### src/rtl/dts_ram.sv
// Generic single write port RAM with a registered read port.
module dts_ram #(
  parameter int WIDTH = 64,
  parameter int DEPTH = 64
) (
  input  logic                     clk,
  input  logic                     we,
  input  logic [$clog2(DEPTH)-1:0] waddr,
  input  logic [WIDTH-1:0]         wdata,
  input  logic [$clog2(DEPTH)-1:0] raddr,
  output logic [WIDTH-1:0]         rdata
);

  logic [WIDTH-1:0] mem [DEPTH];

  always_ff @(posedge clk) begin
    if (we) begin
      mem[waddr] <= wdata;
    end
    rdata <= mem[raddr];
  end

endmodule

### config.mk
export PLATFORM = sky130hd
export DESIGN_NAME = dts_ram
export DESIGN_NICKNAME = d
export VERILOG_FILES = /design/src/rtl/dts_ram.sv
export SDC_FILE = /design/constraint.sdc
export NUM_CORES = 2
export LEC_CHECK = 0
export ABC_CLOCK_PERIOD_IN_PS = 8380
export BUFFER_PORTS_ARGS = -buffer_cell sky130_fd_sc_hd__buf_4
export CORE_MARGIN = 8
export CORE_UTILIZATION = 45
export DETAILED_ROUTE_END_ITERATION = 7
export PLACE_DENSITY = 0.62
export SLEW_MARGIN = 40
export SYNTH_ARGS = -nofsm -noshare
export SYNTH_HDL_FRONTEND = slang
export SYNTH_SLANG_ARGS = --single-unit
### constraint.sdc
create_clock -name clk -period 8.38 [get_ports clk]
set_clock_uncertainty 0.2 [all_clocks]
set_input_delay 1.676 -clock clk [delete_from_list [all_inputs] [get_ports clk]]
set_output_delay 1.676 -clock clk [all_outputs]
set_load 0.03 [all_outputs]
; ---- Yosys cells after proc, flatten, opt, wreduce, memory -nomap -nowiden
; Memories as Yosys holds them, arrays and structs flattened. A register that Yosys moved wholly into a read port is not among the register bits.
; Cells that the tools add are included.
[totals]
reg_bits = 0
ramBits = 4096
inputBits = 78
output_inout_bits = 64
n_memories = 1
[memory_table]
columns = name, depth, word_bits, rd, rd_clocked_by_memory_dff, wr, line
row1 = mem, 64, 64, 1, 1, 1, 14  ; logic [WIDTH-1:0] mem [DEPTH];
[op_classes]
n_mux = 2
[op_table]
columns = operator, count
row1 = 1-bit 2-to-1 mux, 2

; ---- Longest topological paths before layout
[depth]
depth_word = 2
ltp_mapped = 9

; ---- Worst setup path before layout
; No wires, ideal clock.
[synth_path]
path_type = input -> register
from = input waddr[3]
to = memory mem[48][0], enable pin
arrival_ns = 6.548
path_slack_ns = 1.068
path_stages = 4
path_buffers = 1
path_cell_list = clkbuf_1 -> nor2b_1 -> nand4b_1 -> nor3_1
[synth_lines]
columns = element, line
row1 = start: declaration, 8  ; input logic [$clog2(DEPTH)-1:0] waddr,
row2 = end: declaration, 14
; No word-level cell before the write port.

==> metrics.md <==
| Metric | Value |
|---|---|
| Worst-skew pair later-pin latency | `970 ps` |
| Dominant cell type by area after synthesis | `edfxtp_1` |
| MaxCap Viol Count | `0` |
| Placement Setup Slack | `3010 ps` |
| Mapped cell area | `156,000 um^2` |
| CTS tree | `done` |
| Fillers | `26,500` |
| Post-CTS sizing | `0` |
| Initial Utilization | `45.2%` |
| Share of cells above drive strength 1 | `28.4%` |
| Setup Buffers After CTS | `0` |
| Reg area | `124,000 um^2` |
| Routability cong. | `0.773` |
| Root Buffer | `clkbuf_16` |
| Final Core Density | `51.6%` |
| WP data required | `8990 ps` |
| Layout area overhead | `14.1%` |
| Drt total wl | `438 mm` |
| Num ports | `142` |
| Syn avg cell area | `23.7 um^2` |
| Minimum clock period | `4410 ps` |
| Synth Instances | `6,598` |
| Site Rows | `216` |
| Post-DP HPWL | `233 mm` |
| RR Startpoint | `mem[11][62]` |
| Total power draw | `43,600 uW` |
| Die area | `367,000 um^2` |
| Maximum number of pins on one net before global-route repair | `97` |
| Yosys warns | `0` |
| Final worst slack | `3970 ps` |
| Crit Path Category | `primary input to register` |
| Area share of the largest cell type after synthesis | `78.7%` |
| Ranking of synthesized cells by area | `edfxtp_1 (79%), mux4_2 (15%), mux2i_1 (0.86%)` |
| Die Y | `605 um` |
| Num CTS Buffers | `413` |
| Avg WL per Cell | `36.6 um` |
| Most frequent cells in the layout | `edfxtp_1 (4,096), mux4_2 (1,024), clkbuf_16 (420)` |
| Yosys reg bits | `4,160` |
| Most common cell after layout, fill and taps aside | `edfxtp_1` |
| Cell area power density | `245 nW/um^2` |
| First-pass GRT wire length | `609 mm` |
| # H-tree levels | `5` |
| # setup viols final | `0` |
| Placed instance area | `165,000 um^2` |
| Drt drc | `0` |
| CTS Hold Bufs | `0` |
| Core Region | `346,000 um^2` |
| Antenna viol nets, final | `0` |
| RSZ-0062 raised after global routing | `false` |
| Width of the chip | `605 um` |
| CP Capture Type | `register` |
| Setup tns final | `0 ps` |
| Rel. slew slack | `37.6%` |
| # port buffers | `141` |
| Fin crit share | `52.6%` |
| Worst slew pin tran | `936 ps` |
| Vias per std cell | `6.32` |
| Worst hold path class | `register to register` |
| Initial antenna violation count | `30` |
| CTS Sinks | `4,160` |
| FF-to-FF End | `rdata[62]` |
| FF-to-FF setup slack | `5600 ps` |
| Worst vdd ir | `0.207 mV` |
| Fin nets | `7,093` |
| Via Count | `75,600` |
| Vias in the first global route | `76,400` |
| F_max | `227 MHz` |
| Hold endpoint | `rdata[62]` |
| Startpoint types | `primary input` |
| Fin area | `178,000 um^2` |
| Drt pass-1 iters | `5` |
| Clk slew on worst S/H paths | `60 ps` |
| Footprint of the multi-input gates | `30,800 um^2` |
| Seq/Total Area, Yosys | `79.5%` |
| Hold depth | `4` |
| Final Max Slew Viols | `0` |
| All-Layer GR Usage | `23.6%` |
| Hold Startpoint | `mem[55][62]` |
| Initial detailed-routing violation count | `10,100` |
| Grt total ovfl | `0` |
| Worst-case clock buffer depth | `4` |
| R2r worst-path depth | `5` |
| Hold Vio Cnt, Final | `0` |
| Leak | `0.0553 uW` |
| Run status | `completed` |
| Distinct cells, synth | `33` |
| Syn nets | `6,676` |
| CP Data Arrival Time | `5010 ps` |
| Worst-path fanout max | `48` |
[registers in the layout (all words and copies together) (netlist names)]
register / cells
mem: 4096
rdata: 64
[worst max-delay path, cell delays in order]
cell	delay, ps
buf_8	300
buf_4	650
buf_4	790
mux4_2	410
mux2i_1	270
nand2_1	100
a31oi_1	490
a211oi_1	110
[power breakdown]
| part | internal (uW) | switching [uW] | total, uW |
|---|---|---|---|
| clock | 10500 | 7860 | 18400 |
| sequential | 23000 | 131 | 23200 |
| combinational | 756 | 1320 | 2080 |
[per-stage QoR]
stage / hold WS [ps] / cells
6_report: 661 / 12000
5_1_grt: 699 / 11900
4_1_cts: 671 / 11900
3_5_place_dp: 659 / 11200
3_3_place_gp: 642 / 11100
2_1_floorplan: 588 / 6598
[how the worst max path moves through the flow]
stage	start	to	slack, ps
floorplan	waddr[3]	mem[48][0]	1070
global placement	raddr[0]	rdata[9]	2930
detailed placement	raddr[2]	rdata[31]	3010
CTS	raddr[2]	rdata[31]	4020
global route	raddr[2]	rdata[31]	3970
finish	raddr[2]	rdata[31]	3970
[cell type report]
class | count | share of cell area (%)
Antenna cell | 13 | 0.0182
Clock buffer | 543 | 6.27
Clock inverter | 223 | 1.26
Inverter | 19 | 0.0400
Multi-Input combinational cell | 2049 | 17.3
Sequential cell | 4160 | 69.7
Tap cell | 4578 | 3.21
Timing Repair Buffer | 372 | 2.26
[per-layer routing]
layer | up-vias | track usage, % | part of all wire, %
li1 | 29300 | - | -
met1 | 41600 | 32.3 | 38
met2 | 3952 | 39.3 | 49
met3 | 679 | 4.12 | 9.0
met4 | 16 | 6.49 | 3.1
met5 | - | 0 | 0.022
[Yosys cell counts, drive strengths merged]
master,n
clkbuf,140
and2,3
o22ai,83
inv,19
nor2,112
nor2b,28
a31oi,18
o221ai,38
a41oi,26
or3b,1
a31o,1
a22o,88
mux2i,135
buf,230
edfxtp,4096
mux4,1024
nand3,45
and3,64
or3,29
nand4b,1
nor3,2
or2,28
nand4,2
a22oi,168
a211oi,63
a2bb2oi,19
dfxtp,64
nand2b,11
nand2,58
nand3b,2
[logic make-up after synthesis]
group	Yosys count	synth area share (%)
AO/OA/AOI/OAI	504	2.48
buffers and inverters	389	1.18
flip-flops	4160	79.5
multiplexers	1159	15.6
AND/OR/NAND/NOR	386	1.24
Power figures use the tool's default switching activity.
