`src/rtl/dts_pick.sv`:
```
// Selection unit: lowest ready node, or lowest open node when a cycle blocks.
module dts_pick #(
  parameter int NODES = 64,
  parameter int NW    = 6
) (
  input  logic [NODES-1:0] open_mask,
  input  logic [NODES-1:0] zero_mask,
  output logic [NW-1:0]    pick,
  output logic             broken
);

  logic [NODES-1:0] cand;
  logic [NODES-1:0] sel;

  assign cand   = open_mask & zero_mask;
  assign broken = (cand == '0);
  assign sel    = broken ? open_mask : cand;

  always_comb begin
    pick = '0;
    for (int i = NODES - 1; i >= 0; i--) begin
      if (sel[i]) begin
        pick = NW'(i);
      end
    end
  end

endmodule

```
`config.mk`:
```
export PLATFORM = sky130hd
export DESIGN_NAME = dts_pick
export DESIGN_NICKNAME = d
export VERILOG_FILES = /design/src/rtl/dts_pick.sv
export SDC_FILE = /design/constraint.sdc
export NUM_CORES = 1
export LEC_CHECK = 0
export BUFFER_PORTS_ARGS = -buffer_cell sky130_fd_sc_hd__buf_2
export CAP_MARGIN = 20
export CORE_MARGIN = 10
export CORE_UTILIZATION = 43
export DETAILED_ROUTE_END_ITERATION = 10
export PLACE_DENSITY = 0.95
export SYNTH_ARGS = -nofsm -noshare
export SYNTH_HDL_FRONTEND = slang
export SYNTH_SLANG_ARGS = --single-unit
```
`constraint.sdc`:
```
create_clock -name vclk -period 6.75
set_input_delay 0.3375 -clock vclk [all_inputs]
set_output_delay 0.3375 -clock vclk [all_outputs]
set_load 0.02 [all_outputs]
```
# Yosys cells after proc, flatten, opt, wreduce, memory -nomap -nowiden
# Cells that the tools add are included.
[classes] n_reduce_logical=1 n_mux=65 n_bitwise=1
[ops] operator="$mux W6" n=64
[ops] operator="$and A64 B64 Y64" n=1
[ops] operator="$logic_not A64 Y1" n=1
[ops] operator="$mux W64" n=1
[word_totals] out_inout_bits=7 reg_bits=0 elab_cells=67 inputBits=128

# Logic depth before layout (Yosys ltp)
[logic_depth] ltp_word=67 ltp_mapped=12 depth_no_buf=10

# Least setup slack after synthesis
# No wires, ideal clock.
[synth_path] path_type="input-to-output" startpoint="input open_mask[22]" endpoint="output pick[1]" arrival_time_ns=2.812 slack_ns=3.600 path_buffers=2 path_stages=12 required_time_ns=6.412 path_cell_list="a22o_1 a221oi_1 nand4_1 nor4_4 buf_2 buf_2 o21ai_0 nand2_1 a31oi_1 o2111ai_1 nor4_1 a211oi_1"
[synth_between] elab_chain_len=67
[synth_lines] element="from (decl)" line="6" text="input logic [NODES-1:0] open_mask,"
[synth_lines] element="$and A64 B64 Y64" line="15" text="assign cand = open_mask & zero_mask;"
[synth_lines] element="$logic_not A64 Y1" line="16" text="assign broken = (cand == '0);"
[synth_lines] element="$mux W64 (*)" line="17" text="assign sel = broken ? open_mask : cand;"
[synth_lines] element="$mux W6 (63 in a row)" line="22" text="if (sel[i]) begin"
[synth_lines] element="$mux W6 (*)" line="22"
[synth_lines] element="to (decl)" line="8" text="output logic [NW-1:0] pick,"
# Mark *: on every way between the ends. The rest lies on a longest branch, timed or not.

# Worst setup path after layout
[layout_path] startpoint="input open_mask[22]" endpoint="output pick[2]"
# Same word-level chain as after synthesis.

==> flow_summary.json <==
{
  "status": "finished clean",
  "grt_antenna_before_repair": 0,
  "synth_cells": 250,
  "fp.dieW_um": 79.2,
  "synth_area_um2": 1510,
  "setup_viol": 0,
  "tightest_slew_ps": 609,
  "hold_viol": 0,
  "wl_met3_um": 816,
  "gr-total-overflow": 0,
  "ys_seq_area_share_pct": 0,
  "routed.top_layer": "met4",
  "n_sequential_cell": 0,
  "setup_ws_ps": 3010,
  "vias": 2781,
  "grt_pass1_wl_mm": 12.6,
  "synth_area_leaders": "o21ai_0, a22o_1, nand4_1",
  "power_uw": 144,
  "met2WireLength_mm": 4.05,
  "placed_cell_area_um2": 2220,
  "core_um2": 3360,
  "nNetsFinal": 510,
  "num-fill-cells": 356,
  "fin_crit_ps": 3740,
  "gp_congestion": 0.946,
  "synth_top_area_share_pct": 19.6,
  "fin_tns_setup_ps": 0,
  "drc": 0,
  "cp_max_fo": 33,
  "track_usage_pct": 23.5,
  "holdPathStages": 5,
  "grt_pass1_vias": 2796,
  "clkPwrFrac_pct": 0,
  "cpMostUsedCell": "buf_2",
  "p_sw_uw": 79.4,
  "ant_nets": 0,
  "min_from": "open_mask[20]",
  "path_cells": "buf_2, a22o_1, a221oi_1, nand4_1, nor4_4, buf_4, o21ai_0, and4_1, a2111o_1, a31oi_1, o21a_1, o22ai_1, buf_2",
  "min_period_over_period_pct": 55.4,
  "end_kind": "primary output",
  "path_class": "input port to primary output",
  "p_int_uw": 64.7,
  "drt-met1-wl_mm": 2.90,
  "drive_above_1_share_pct": 37.4,
  "dr.pass1.iters": 5,
  "critical_path.max_stage_delay_ps": 410,
  "start_util_pct": 44.8,
  "antenna_cells": 0,
  "hold_end": "pick[3]",
  "max-cap-violations": 0,
  "relSlewSlack_pct": 59.0,
  "dp_hpwl_mm": 7.14,
  "sw_frac_of_total_pct": 55.1,
  "num_io_pins": 135,
  "startpoint_type": "input port",
  "p_per_area_nw_per_um2": 65.0,
  "synth.distinct_cells": 40,
  "die_h_um": 79.2,
  "min_path_type": "input port to primary output",
  "cts_setup_buffers": 0,
  "peakVddDrop_mv": 0.0319,
  "critPathRequiredTime_ps": 6410,
  "p_leak_uw": 0.00109,
  "synth_area_per_cell_um2": 6.03,
  "fmax_ghz": 0.268,
  "routed_wl_mm": 8.00,
  "drv_slew": 0,
  "port_buffers": 135,
  "cp.arrival_ps": 3400,
  "syn_nets": 378,
  "avgViaCountPerCell": 6.53,
  "clock_buffers": 0,
  "rsz0062_at_grt": "false",
  "pre_cts_ws_ps": 3130,
  "grt_max_degree": 39,
  "rows": 21,
  "hold_buffers": 0,
  "yosys.area.top_type": "o21ai_0",
  "final_area_um2": 2220,
  "die_area_um2": 6270,
  "drt_iter0_drc": 341,
  "cts_resized": 0,
  "area_delta_synth_final_pct": 47.3,
  "wire_per_inst_um": 18.8,
  "seqCellArea_um2": 0,
  "seqPwrFrac_pct": 0,
  "cp_slowest_cell": "a2111o_1",
  "combPwrFrac_pct": 100.0,
  "fin_util_pct": 66.0,
  "ys_warn_count": 0
}
worst max path at each step:
stage | start | endpoint | slack [ps] | cells after the start
3_5_place_dp | open_mask[22] | pick[2] | 3130 | 13
2_1_floorplan | open_mask[22] | pick[1] | 3600 | 12
6_report | open_mask[22] | pick[2] | 3010 | 13
3_3_place_gp | open_mask[22] | pick[2] | 3170 | 13
4_1_cts | open_mask[22] | pick[2] | 3110 | 13
5_1_grt | open_mask[1] | pick[2] | 2780 | 13
layer usage:
layer	GRT usage [%]	vias up
met4	5.73	0
met5	0	-
li1	-	1311
met3	6.08	26
met1	25.4	1256
met2	44.1	188
cells in the final DEF (no fill, tap or decap), types with 6 or more instances in the layout:
master	instances
nand4_1	19
a22o_1	16
nand2_1	27
nor2_1	11
buf_2	135
nor3_1	7
o21ai_1	13
inv_1	6
nand3_1	6
a21oi_1	10
a31oi_1	6
a221oi_1	13
o21a_1	7
o21ai_0	59
critical path: cells and delay by family:
family                 cells  cell delay [ps]
AO/OA/AOI/OAI              7             1680
buffers and inverters      3              600
AND/OR/NAND/NOR            3              800
layout make-up:
type                       count  area [um^2]  share of cell area, %
timing repair buffer         137          691                   31.1
multi-input combinational    237         1450                   65.3
tap                           46         57.6                   2.59
inverter                       6         22.5                   1.02
through the flow:
stage | hold slack [ps] | cells
final | 1250 | 426
after global routing | 1280 | 426
after CTS | 1240 | 426
after detailed placement | 1240 | 426
after global placement | 1230 | 426
after floorplan | 970 | 250
cell usage after synthesis, drive strengths merged, types with 2 or more instances:
cell	instances
o31ai	4
nand4	19
nor4	3
nand2b	4
o21ai	72
o21a	7
buf	6
nor3	7
and3	3
nor2b	3
o211ai	4
a221oi	17
inv	6
nand3	6
a21oi	10
a22o	16
a31oi	6
a311oi	2
o2111ai	2
nor2	11
nand2	27
logic make-up (layout without fill, tap and decap cells):
logic type	count (synthesis)	in the layout	synth area share (%)
simple gates	89	89	31.2
buf+inv	13	143	3.90
compound gates	148	148	64.9
power groups by stage:
stage                     logic, uW  clock network, uW  registers, uW
after global placement          138                  0              0
after floorplan                72.6                  0              0
after global routing            158                  0              0
after CTS                       141                  0              0
after detailed placement        140                  0              0
final                           144                  0              0
No activity file was read; power rests on OpenSTA's default activity.
