$ cat config.mk
export PLATFORM = sky130hd
export DESIGN_NAME = dts_degree
export DESIGN_NICKNAME = d
export VERILOG_FILES = /design/src/rtl/dts_pkg.sv /design/src/rtl/dts_degree.sv
export SDC_FILE = /design/constraint.sdc
export NUM_CORES = 1
export LEC_CHECK = 0
export BUFFER_PORTS_ARGS = -buffer_cell sky130_fd_sc_hd__buf_4
export CORE_MARGIN = 1
export CORE_UTILIZATION = 40
export CTS_CLUSTER_DIAMETER = 120
export DETAILED_ROUTE_END_ITERATION = 7
export PLACE_DENSITY = 0.6
export SLEW_MARGIN = 20
export SYNTH_ARGS = -nofsm -noshare
export SYNTH_HDL_FRONTEND = slang
export SYNTH_SLANG_ARGS = --single-unit
$ cat constraint.sdc
create_clock -name clk -period 9.4 [get_ports clk]
set_clock_uncertainty 0.2 [all_clocks]
set_input_delay 1.41 -clock clk [delete_from_list [all_inputs] [get_ports clk]]
set_output_delay 1.41 -clock clk [all_outputs]
set_load 0.01 [all_outputs]
$ cat src/rtl/dts_pkg.sv
// Shared constants and types for the dependency topological sort block.
package dts_pkg;

  localparam int DTS_MAX_NODES = 64;
  localparam int HW_NODES      = 64;
  localparam int IDX_W         = 6;
  localparam int DEG_W         = 6;
  localparam int CNT_W         = 7;
  localparam int CFG_IDX_W     = 1;
  localparam int CFG_DATA_W    = 7;

  localparam logic KIND_LOAD = 1'b0;
  localparam logic KIND_SORT = 1'b1;

  localparam logic [CFG_IDX_W-1:0] REG_NODE_COUNT    = 1'd0;
  localparam logic [CFG_IDX_W-1:0] REG_REVERSE_ORDER = 1'd1;

  localparam logic [CNT_W-1:0] NODE_COUNT_RESET = 7'd64;

  typedef struct packed {
    logic inc;
    logic dec;
    logic clr;
  } dts_deg_ctl_t;

endpackage

$ cat src/rtl/dts_degree.sv
// In-degree counters, one per node, with increment, row decrement and clear.
module dts_degree import dts_pkg::*; #(
  parameter int NODES = 64,
  parameter int NW    = 6
) (
  input  logic             clk,
  input  logic             rst,
  input  dts_deg_ctl_t     ctl,
  input  logic [NW-1:0]    inc_idx,
  input  logic [NODES-1:0] dec_row,
  output logic [NODES-1:0] zero
);

  logic [DEG_W-1:0] deg [NODES];

  always_ff @(posedge clk) begin
    for (int i = 0; i < NODES; i++) begin
      if (rst || ctl.clr) begin
        deg[i] <= '0;
      end else if (ctl.inc && (inc_idx == NW'(i))) begin
        deg[i] <= deg[i] + DEG_W'(1);
      end else if (ctl.dec && dec_row[i] && (deg[i] != '0)) begin
        deg[i] <= deg[i] - DEG_W'(1);
      end
    end
  end

  always_comb begin
    for (int i = 0; i < NODES; i++) begin
      zero[i] = (deg[i] == '0);
    end
  end

endmodule

### Yosys cells after proc, flatten, opt, wreduce, memory -nomap -nowiden

Memories as Yosys holds them, arrays and structs flattened.
Index checks and enable logic that the tools add are counted.

| word-level totals | value |
|---|---|
| memories kept | 1 |
| register bits | 0 |
| output and inout port bits | 64 |
| bits in latches | 0 |
| memory bits (read-only) | 0 |
| input bits | 75 |
| RAM bits | 384 |
| word-level logic and storage cells | 1220 |

Memory list:

| memory | words | width | rd ports | clocked after Yosys merged registers in | write ports | RTL line | text |
|---|---|---|---|---|---|---|---|
| deg | 64 | 6 | 64 | 0 | 64 | dts_degree.sv:14 | `logic [DEG_W-1:0] deg [NODES];` |

| operators by class | value |
|---|---|
| multiply operators | 0 |
| bitwise logic cells | 128 |
| reductions and logical operators | 322 |
| order comparisons | 0 |
| $add $sub $neg | 128 |
| eq/ne operators | 63 |
| shifts and indexed selects | 0 |
| div/mod/pow operators | 0 |
| multiplexer cells | 578 |

Operators by type and width:

| kind | count |
|---|---|
| 2-to-1 mux 6 bit | 128 |
| 2-to-1 mux 1 bit | 450 |
| logical NOT 6 bit | 65 |
| adder 6 x 1 -> 6 bit, second input constant | 64 |
| nonzero test 6 bit | 64 |
| subtractor 6 x 1 -> 6 bit, second input constant | 64 |
| equality test 6 bit, second input constant | 32 |
| logical AND 1 bit | 192 |
| OR 1 bit | 128 |
| equality test 6 x 5 -> 1 bit, second input constant | 16 |
| equality test 6 x 4 -> 1 bit, second input constant | 8 |
| equality test 6 x 3 -> 1 bit, second input constant | 4 |
| equality test 6 x 2 -> 1 bit, second input constant | 2 |
| equality test 6 x 1 -> 1 bit, second input constant | 1 |
| logical OR 1 bit | 1 |

### Longest topological paths before layout

Gate-level depths: netlist (run 1).

| logic depth | value |
|---|---|
| depth in word-level cells | 7 |
| depth in mapped cells | 11 |
| depth with buffers taken out | 9 |

### Least setup slack after synthesis (run 1)

No wires, ideal clock.

| path | value |
|---|---|
| path type | input port to flip-flop |
| from | in ctl[0] (netlist bit) |
| to | mem deg[32][5] (netlist: deg[1][5]) (data pin) |
| stages on the path | 9 |
| path buffers | 1 |
| setup time | 260 ps |
| slack | 4908 ps |
| data required time | 8940 ps |
| arrival | 4032 ps |
| cell sequence | or2_2 > clkbuf_1 > nor4_1 > ha_1 > a211oi_1 > o21bai_1 > a21oi_1 > xnor2_1 > mux2_2 |

RTL lines:

| element | RTL line | text |
|---|---|---|
| start, declared | dts_degree.sv:8 | `input dts_deg_ctl_t ctl,` |
| end, declared | dts_degree.sv:14 |  |

==> results_dict.tcl, run 1 <==
set metrics [dict create \
    outcome "finished, final reports clean" \
    syn_area_per_cell_um2 8.62 \
    clock_latency_ns 0.61 \
    worst_r2r_endpoint "deg[1][5]" \
    antenna_left 0 \
    largest_reg_flops 384 \
    wl_per_cell_um 18.8 \
    final.setup.tns_ns 0 \
    synthArstFlopShare_pct 0 \
    synth-edff-count 384 \
    min-delay-start "deg[0][107]" \
    tightestPinTransition_ns 0.844 \
    yosysSeqAreaShare_pct 38.3 \
    instances_no_fill 4542 \
    crit_chain "buf_4 > or4_1 > nor2_1 > nor4_2 > ha_1 > a211oi_1 > o21bai_1 > a21oi_1 > xnor2_1 > mux2_2" \
    yosysUniqueCellTypes 82 \
    largest_registers "deg: 384 flops" \
    syn_to_final_growth_pct 10.3 \
    cap_violations 0 \
    power.density_mw_per_mm2 191 \
    ys_seq_elements 384 \
    p_leak_nw 11.9 \
    vias 28100 \
    critPathSlowestCell "nor4_2" \
    clock-sinks 384 \
    cts_tree "built" \
    grt_max_degree 141 \
    cts_max_path_buffers 3 \
    fill_cells 7205 \
    drc 0 \
    die_w_um 276 \
    critPathMaxFanout 32 \
    cp_slowest_stage_delay_ns 0.55 \
    holdBufCountCts 0 \
    fmax_mhz 240 \
    gr-total-overflow 0 \
    grt_pass1_wl_mm 135 \
    core_mm2 0.0744 \
    finalPower_mw 6.34 \
    pre_cts_ws_ns 4.31 \
    layout_commonest_cell "nor2_1" \
    rsz0062_at_grt "false" \
    gp_congestion 0.904 \
    worstRegToRegCells 9 \
    synth_nets 3765 \
    final_max_slew_viol_count 0 \
    post_cts_buffers 0 \
    fin_nets 3802 \
    critPathLaunchType "primary input" \
    largest_register "deg" \
    drt_iter0_drc 2575 \
    finalSetupViolations 0 \
    hp-class "flop to flop" \
    worstReg2RegStart "deg[1][2]" \
    num_io_pins 139 \
    hold_viol 0 \
    period_share_pct 44.3 \
    port-buffer-count 138 \
    htree_levels 2 \
    worstHoldEndpoint "deg[0][107]" \
    drive_gt1_share_pct 9.86 \
    place_inst 4451 \
    wl_met2_mm 37.5 \
    dr.pass1.iters 7 \
    placementRows 100 \
    routed.top_layer "met5" \
    numCtsBuffers 49 \
    fp.dieH_um 276 \
    crit_type "primary input to flop" \
    place_hpwl_mm 58.2 \
    dr_wl_met3_mm 5.70 \
    first_global_vias 25100 \
    final_cell_mix "nor2_1, edfxtp_1, a21oi_1" \
    fin_ws_ns 5.24 \
    drt-met1-wl_mm 39.3 \
    yosysWarnings 0 \
    regArea_mm2 0.0115 \
    slew_headroom_pct 43.6 \
    dieArea_mm2 0.0764 \
    irDropWorstVdd_mv 0.127 \
    vias_per_cell 6.18 \
    antenna_found_initial 8 \
    cp.arrival_ns 4.32 \
    r2r_setup_slack_ns 5.93 \
    cts_resized 0 \
    critPathCaptureType "flop" \
    holdPathStages 1 \
    multi_input_area_mm2 0.0173 \
    start_util_pct 40.5 \
    synth_top_flop_cell "edfxtp_1" \
    synth_area_mm2 0.0301 \
    cp.required_ns 9.56 \
    drt-total-wl_mm 85.3 \
    cts_root_buf "clkbuf_16" \
    synthCells 3496 \
    track_usage_pct 21.5 \
    min_period_ns 4.16 \
    path_clk_slew_ns 0.06 \
]
[cells by family (layout without fill, tap and decap cells)]
logic type | count (synthesis) | count (layout) | synth area share [%]
simple gates | 1430 | 1430 | 23.1
compound gates | 1150 | 1150 | 25.7
flops | 384 | 384 | 38.3
buf+inv | 329 | 402 | 4.45
fa+ha+maj | 194 | 194 | 8.08
mux | 5 | 5 | 0.224
xor+xnor | 4 | 4 | 0.116
other cells | 0 | 4 | 0
[final cells by class]
class	instances	share of cell area, %
diodes	4	0.0301
clock buffers	63	3.85
clock inverters	24	0.482
inverters	162	1.83
multi-input cells	2783	52.0
flip-flops and latches	384	34.7
well taps	969	3.65
repair buffers	153	3.49
[synth_stat cells, drive strengths merged (4+ instances only)]
master / instances / share of area (%)
a311oi: 19 / 0.55
and4b: 4 / 0.13
nor2: 431 / 5.4
nand4b: 4 / 0.24
or3: 32 / 0.66
and2: 8 / 0.17
or2: 54 / 1.1
o211ai: 37 / 0.92
a221oi: 90 / 2.6
edfxtp: 384 / 38
nand4: 42 / 0.89
a211oi: 29 / 0.72
and4bb: 4 / 0.17
mux2: 4 / 0.15
a31o: 43 / 1.3
a21o: 5 / 0.12
o22a: 61 / 1.8
o21ai: 180 / 3.2
a32oi: 10 / 0.29
o22ai: 11 / 0.23
o32a: 6 / 0.20
nor3: 160 / 2.7
or4b: 4 / 0.13
buf: 63 / 1.1
nand2: 300 / 3.7
nor4: 27 / 0.61
nor3b: 5 / 0.14
nor4b: 5 / 0.34
inv: 162 / 2.0
nand2b: 62 / 1.3
nand4bb: 6 / 0.22
a22oi: 132 / 3.3
o311ai: 14 / 0.53
ha: 193 / 8.0
a21oi: 330 / 5.5
nand3b: 6 / 0.15
a41oi: 49 / 1.4
and3: 82 / 1.7
a31oi: 103 / 2.1
o2bb2ai: 9 / 0.26
o221a: 5 / 0.19
clkbuf: 104 / 1.3
nand3: 185 / 3.1
[where the power goes]
group	total (mW)	switching [mW]	internal, mW
clock network	1.78	0.778	1.01
logic	1.64	0.938	0.699
registers	2.92	0.553	2.37
[critical path, delay by kind of cell]
family	cells	cell delay, ns
AO/OA/AOI/OAI	3	0.63
XOR/XNOR	1	0.14
adder cells (fa/ha/maj)	1	0.36
buffers and inverters	1	0.33
multiplexers	1	0.35
AND/OR/NAND/NOR	3	1.09
[metal layers]
layer	vias up	track usage, %
li1	13600	-
met1	13400	30.4
met2	932	32.8
met3	171	3.68
met4	8	7.78
met5	-	0
[metrics by stage]
step / area [um2] / utilization (%) / hold WS, ns
after floorplan: 30100 / - / 0.373
after global placement: 31800 / 42.7 / 0.402
after detailed placement: 31800 / 42.7 / 0.401
after CTS: 33200 / 44.6 / 0.410
after global routing: 33200 / 44.6 / 0.444
final: 33200 / 44.6 / 0.412
[worst max path at each step]
stage,startpoint,to,slack (ns)
after CTS,inc_idx[1],deg[1][5],4.95
final,inc_idx[3],deg[1][5],5.24
after floorplan,ctl[0],deg[1][5],4.91
after global routing,inc_idx[1],deg[1][5],4.94
after detailed placement,inc_idx[1],deg[1][5],4.31
after global placement,inc_idx[1],deg[1][5],4.37
No activity file was read; power rests on OpenSTA's default activity.
==> inputs of run 2 (changes only) <==
Settings changed: ABC_AREA set to 1, PLACE_DENSITY 0.6 to 0.62.
Clock period 9.4 ns to 3.63 ns, I/O delays scaled along.
==> results_dict.tcl, run 2 <==
set metrics [dict create \
    synth_top_family_by_area "simple AND/OR/NAND/NOR gates" \
    tightestPinTransition_ns 0.820 \
    critPathMaxFanout 7 \
    post_cts_buffers 0 \
    syn_to_final_growth_pct 12.6 \
    fill_cells 7020 \
    first_global_vias 22900 \
    place_hpwl_mm 51.5 \
    largest_registers "deg: 384 flops" \
    slew_headroom_pct 45.1 \
    rsz0062_at_grt "false" \
    cp.required_ns 3.75 \
    dieArea_mm2 0.0734 \
    irDropWorstVdd_mv 0.313 \
    placementRows 98 \
    gp_congestion 0.867 \
    period_share_pct 74.3 \
    min_period_ns 2.70 \
    instances_no_fill 4864 \
    antenna_left 0 \
    finalPower_mw 12.7 \
    fp.dieH_um 271 \
    yosysTopAreaCellShare_pct 39.9 \
    numCtsBuffers 48 \
    synthCells 3723 \
    holdBufCountCts 0 \
    synth_top_area_cell "edfxtp_1" \
    fmax_mhz 371 \
    final_cell_mix "inv_1, nand2_1, nor2_1" \
    antenna_found_initial 1 \
    drc 0 \
    wl_per_cell_um 14.3 \
    cp.arrival_ns 2.82 \
    synth-edff-count 384 \
    start_util_pct 40.4 \
    vias_per_cell 5.00 \
    place_inst 4780 \
    critPathCaptureType "flop" \
    synth_simple_gate_area_share_pct 23.5 \
    cts_root_buf "clkbuf_16" \
    clock-sinks 384 \
    antenna_cells 0 \
    pre_cts_ws_ns 0.587 \
    fin_nets 4149 \
    layout_commonest_cell "inv_1" \
    crit_type "flop to flop" \
    grt_pass1_wl_mm 113 \
    yosysWarnings 0 \
    r2r_setup_slack_ns 0.93 \
    core_mm2 0.0715 \
    port-buffer-count 138 \
    synth_most_common_cell "inv_1" \
    path_clk_slew_ns 0.06 \
    synthTopCellsByCount "inv_1, nand2_1, nor2_1" \
    cts_max_path_buffers 3 \
    fin_hold_ws_ns 0.271 \
    synth.area.top_cells "edfxtp_1, inv_1, ha_1" \
    final_max_slew_viol_count 0 \
    largest_register "deg" \
    hold_viol 0 \
    yosysSeqAreaShare_pct 39.9 \
    vias 24300 \
    synth_top_flop_cell "edfxtp_1" \
    drt_iter0_drc 1732 \
    synthMuxAreaShare_pct 0 \
    yosysUniqueCellTypes 28 \
    num_io_pins 139 \
    htree_levels 2 \
    multi_input_area_mm2 0.0145 \
    finalSetupViolations 0 \
    synth-adder-area-share_pct 8.42 \
    synth_xor_area_share_pct 8.12 \
    track_usage_pct 18.6 \
    synthArstFlopShare_pct 0 \
    critPathLaunchType "flop" \
    final.setup.tns_ns 0 \
    regArea_mm2 0.0115 \
    synth_nets 3992 \
    drt-total-wl_mm 69.4 \
    grt_max_degree 124 \
    p_leak_nw 14.6 \
    syn_area_per_cell_um2 7.77 \
    power.density_mw_per_mm2 390 \
    cap_violations 0 \
    cts_tree "built" \
    gr-total-overflow 0 \
    fin_ws_ns 0.933 \
    cts_resized 0 \
    drive_gt1_share_pct 6.82 \
    synth_area_mm2 0.0289 \
    hp-class "primary input to flop" \
    outcome "finished, final reports clean" \
    clock_latency_ns 0.59 \
    ys_seq_elements 384 \
    synth_compound_area_share_pct 10.1 \
    largest_reg_flops 384 \
    dr.pass1.iters 7 \
    die_w_um 271 \
]
[run 2: changes by cell type after synthesis, sizes merged, moves of 90 or more]
cell	change
a22oi	-132
inv	+554
a31oi	-103
o21ai	+160
nor3	-147
nand2	+246
a21oi	-234
nand3	+141
xor2	+240
a221oi	-90
[run 2: cells by family after synthesis]
| logic type | Yosys count |
|---|---|
| AOI/OAI and AO/OA | 544 |
| xor gates and xnor gates | 268 |
| and+or+nand+nor | 1575 |
| buffers and inverters | 758 |
| DFF | 384 |
| adders and majority gates | 194 |
[run 2: routing by layer]
layer	vias up	track usage [%]	share of wire (%)
met5	-	0	0
li1	12600	-	-
met4	0	5.29	2.2
met2	506	30.6	46
met3	100	2.72	4.7
met1	11200	25.4	47
[run 2: final cells by class]
class,count,area share [%]
clock buffers,60,3.89
clock inverters,24,0.646
inverters,717,8.27
multi-input cells,2581,44.6
flip-flops and latches,384,35.4
well taps,950,3.65
repair buffers,148,3.53
[run 2: path summary, 6_finish.rpt]
check | depth (start not counted) | end | startpoint
min reg2reg | 1 | deg[1][126] | deg[1][126]
min | 5 | deg[1][111] | dec_row[50]
max reg2reg | 9 | deg[1][3] | deg[1][0]
max | 9 | deg[1][3] | deg[1][0]
[run 2: stage by stage]
step / instance area (um2) / utilization, %
2_1_floorplan: 28900 / -
3_3_place_gp: 31100 / 43.5
3_5_place_dp: 31100 / 43.5
4_1_cts: 32600 / 45.5
5_1_grt: 32600 / 45.5
6_report: 32600 / 45.5
[run 2: report_power, final]
part / switching (mW) / leakage (nW) / internal, mW / total, mW
Combinational: 1.49 / 9.54 / 0.943 / 2.44
Sequential: 0.352 / 4.30 / 5.27 / 5.62
Clock: 1.91 / 0.716 / 2.73 / 4.64
[run 2: critical path: stages, from the launching register on]
cell      delay [ns]
edfxtp_1        0.45
nor2_1          0.07
nand3_1         0.17
nand2_1         0.07
nor2_1          0.48
ha_1            0.40
a21oi_1         0.24
o21ai_0         0.16
xnor2_1         0.16
nor2_1          0.06
==> inputs of run 3 (changes only) <==
Settings changed: ABC_AREA 1 to 0, PLACE_DENSITY 0.62 to 0.6.
Clock period 3.63 ns to 2.52 ns, I/O delays scaled along.
==> results_dict.tcl, run 3 (same netlist as run 1, synthesis figures left out) <==
set metrics [dict create \
    largest_register "deg" \
    layout_commonest_cell "buf_4" \
    drt_iter0_drc 2460 \
    final_cell_mix "buf_4, nor2_1, edfxtp_1" \
    first_global_vias 26700 \
    cts_root_buf "clkbuf_16" \
    grt_max_degree 33 \
    largest_registers "deg: 384 flops" \
    final_max_slew_viol_count 0 \
    num_io_pins 139 \
    fin_nets 4222 \
    port-buffer-count 138 \
    antenna_found_initial 1 \
    p_leak_nw 14.0 \
    drive_gt1_share_pct 20.0 \
    place_inst 4865 \
    placementRows 100 \
    crit_type "flop to flop" \
    drt-total-wl_mm 87.6 \
    drc 0 \
    hp-class "primary input to flop" \
    cpLargestDelayFamily "simple AND/OR/NAND/NOR gates" \
    worst_r2r_endpoint "deg[1][5]" \
    numCtsBuffers 50 \
    tightestPinTransition_ns 0.564 \
    antenna_left 0 \
    outcome "complete, but fails checks" \
    path_depth 9 \
    critPathSlowestCell "or4_4" \
    gp_congestion 0.902 \
    fp.dieH_um 276 \
    start_util_pct 40.5 \
    gr-total-overflow 0 \
    fin_ws_ns -0.466 \
    endpoint "deg[1][5]" \
    finalSetupViolations 4 \
    slew_headroom_pct 62.3 \
    largest_reg_flops 384 \
    vias_per_cell 5.93 \
    crit_chain "or4_4 > nor3_4 > nor4_4 > ha_1 > a211oi_2 > o21bai_1 > a21oi_2 > xnor2_1 > mux2_2" \
    hold_viol 0 \
    worstReg2RegStart "deg[1][2]" \
    fmax_mhz 335 \
    cp_slowest_stage_delay_ns 0.55 \
    path_buf_inv 0 \
    cts_tree "built" \
    track_usage_pct 22.2 \
    instances_no_fill 4958 \
    critPathMaxFanout 4 \
    core_mm2 0.0744 \
    cp-startpoint "deg[1][2]" \
    vias 29400 \
    irDropWorstVdd_mv 0.534 \
    clock_latency_ns 0.60 \
    min_period_ns 2.99 \
    syn_to_final_growth_pct 21.8 \
    fin_area_mm2 0.0367 \
    path_clk_slew_ns 0.06 \
    clock-sinks 384 \
    violations "negative setup slack" \
    cp.required_ns 2.66 \
    cts_max_path_buffers 3 \
    dr.pass1.iters 6 \
    place_hpwl_mm 63.7 \
    htree_levels 2 \
    power.density_mw_per_mm2 664 \
    die_w_um 276 \
    critPathLaunchType "flop" \
    r2r_setup_slack_ns -0.47 \
    rsz0062_at_grt "true" \
    period_share_pct 118 \
    worstRegToRegCells 9 \
    wl_per_cell_um 17.7 \
    holdPathStages 4 \
    cap_violations 0 \
    grt_pass1_wl_mm 141 \
    critPathCaptureType "flop" \
    placed_cell_area_mm2 0.0351 \
    cp.arrival_ns 3.13 \
    dieArea_mm2 0.0764 \
]
[run 3: changes by cell type in the layout (fill, tap and decap cells not counted), sizes merged, moves of 90 or more]
| cell | change |
|---|---|
| a221oi | +90 |
| nand2 | -246 |
| inv | -553 |
| buf | +424 |
| nand3 | -141 |
| o21ai | -160 |
| nor3 | +147 |
| a21oi | +234 |
| xor2 | -240 |
| a31oi | +103 |
| a22oi | +132 |
[run 3: layout make-up]
type | instances | area, um2
multi-input combinational | 2783 | 17400
inverter | 162 | 608
antenna | 1 | 2.50
clock buffer | 65 | 1330
tap | 969 | 1210
clock inverter | 22 | 100
sequential | 384 | 11500
timing repair buffer | 572 | 4490
fill | 6994 | 37700
[run 3: metrics by stage]
stage	TNS, ns	setup WS [ns]	power, mW	util (%)	hold slack [ns]
floorplan	-0.738	-0.484	15.0	-	0.373
detailed placement	-21.94	-0.480	17.7	47.2	0.401
CTS	-0.894	-0.456	24.4	49.1	0.116
global placement	-17.76	-0.492	17.6	47.2	0.398
global route	-1.37	-0.614	25.9	49.3	0.154
finish	-0.905	-0.466	24.4	49.3	0.143
[run 3: worst reg2reg max path, delay by kind of cell, from the launching register on]
| family | cells | cell delay, ns |
|---|---|---|
| fa+ha+maj | 1 | 0.34 |
| flops | 1 | 0.38 |
| xor+xnor | 1 | 0.14 |
| mux | 1 | 0.35 |
| simple gates | 3 | 0.87 |
| compound gates | 3 | 0.45 |
[run 3: worst min-delay path by stage]
stage                      startpoint          end  slack, ns
after floorplan           deg[0][107]  deg[0][107]       0.37
after global placement    deg[0][131]  deg[0][131]       0.40
after detailed placement  deg[0][119]  deg[0][119]       0.40
after CTS                 dec_row[54]  deg[1][137]       0.12
after global routing      dec_row[54]  deg[1][137]       0.15
final                     dec_row[54]  deg[1][137]       0.14
[run 3: report_power, final]
part           total, mW  switching [mW]  internal, mW
combinational       7.26            4.04          3.23
clock               6.59            2.92          3.67
sequential          10.5            1.70          8.81
total               24.4            8.66          15.7
[run 3: routing by layer]
layer / part of all wire (%) / up-vias / track usage (%)
met4: 2.2 / 0 / 6.12
met5: 0 / - / 0
met2: 46 / 916 / 35.7
met1: 47 / 14000 / 31.3
met3: 5.4 / 113 / 2.44
li1: - / 14400 / -
[run 3: repair_timing]
item	4_1_cts	5_1_grt
gates cloned	0	0
resized for setup	6	17
hold buffers	0	0
endpoints found under the setup margin	9	21
pin swaps	0	2
buffers inserted	1	5
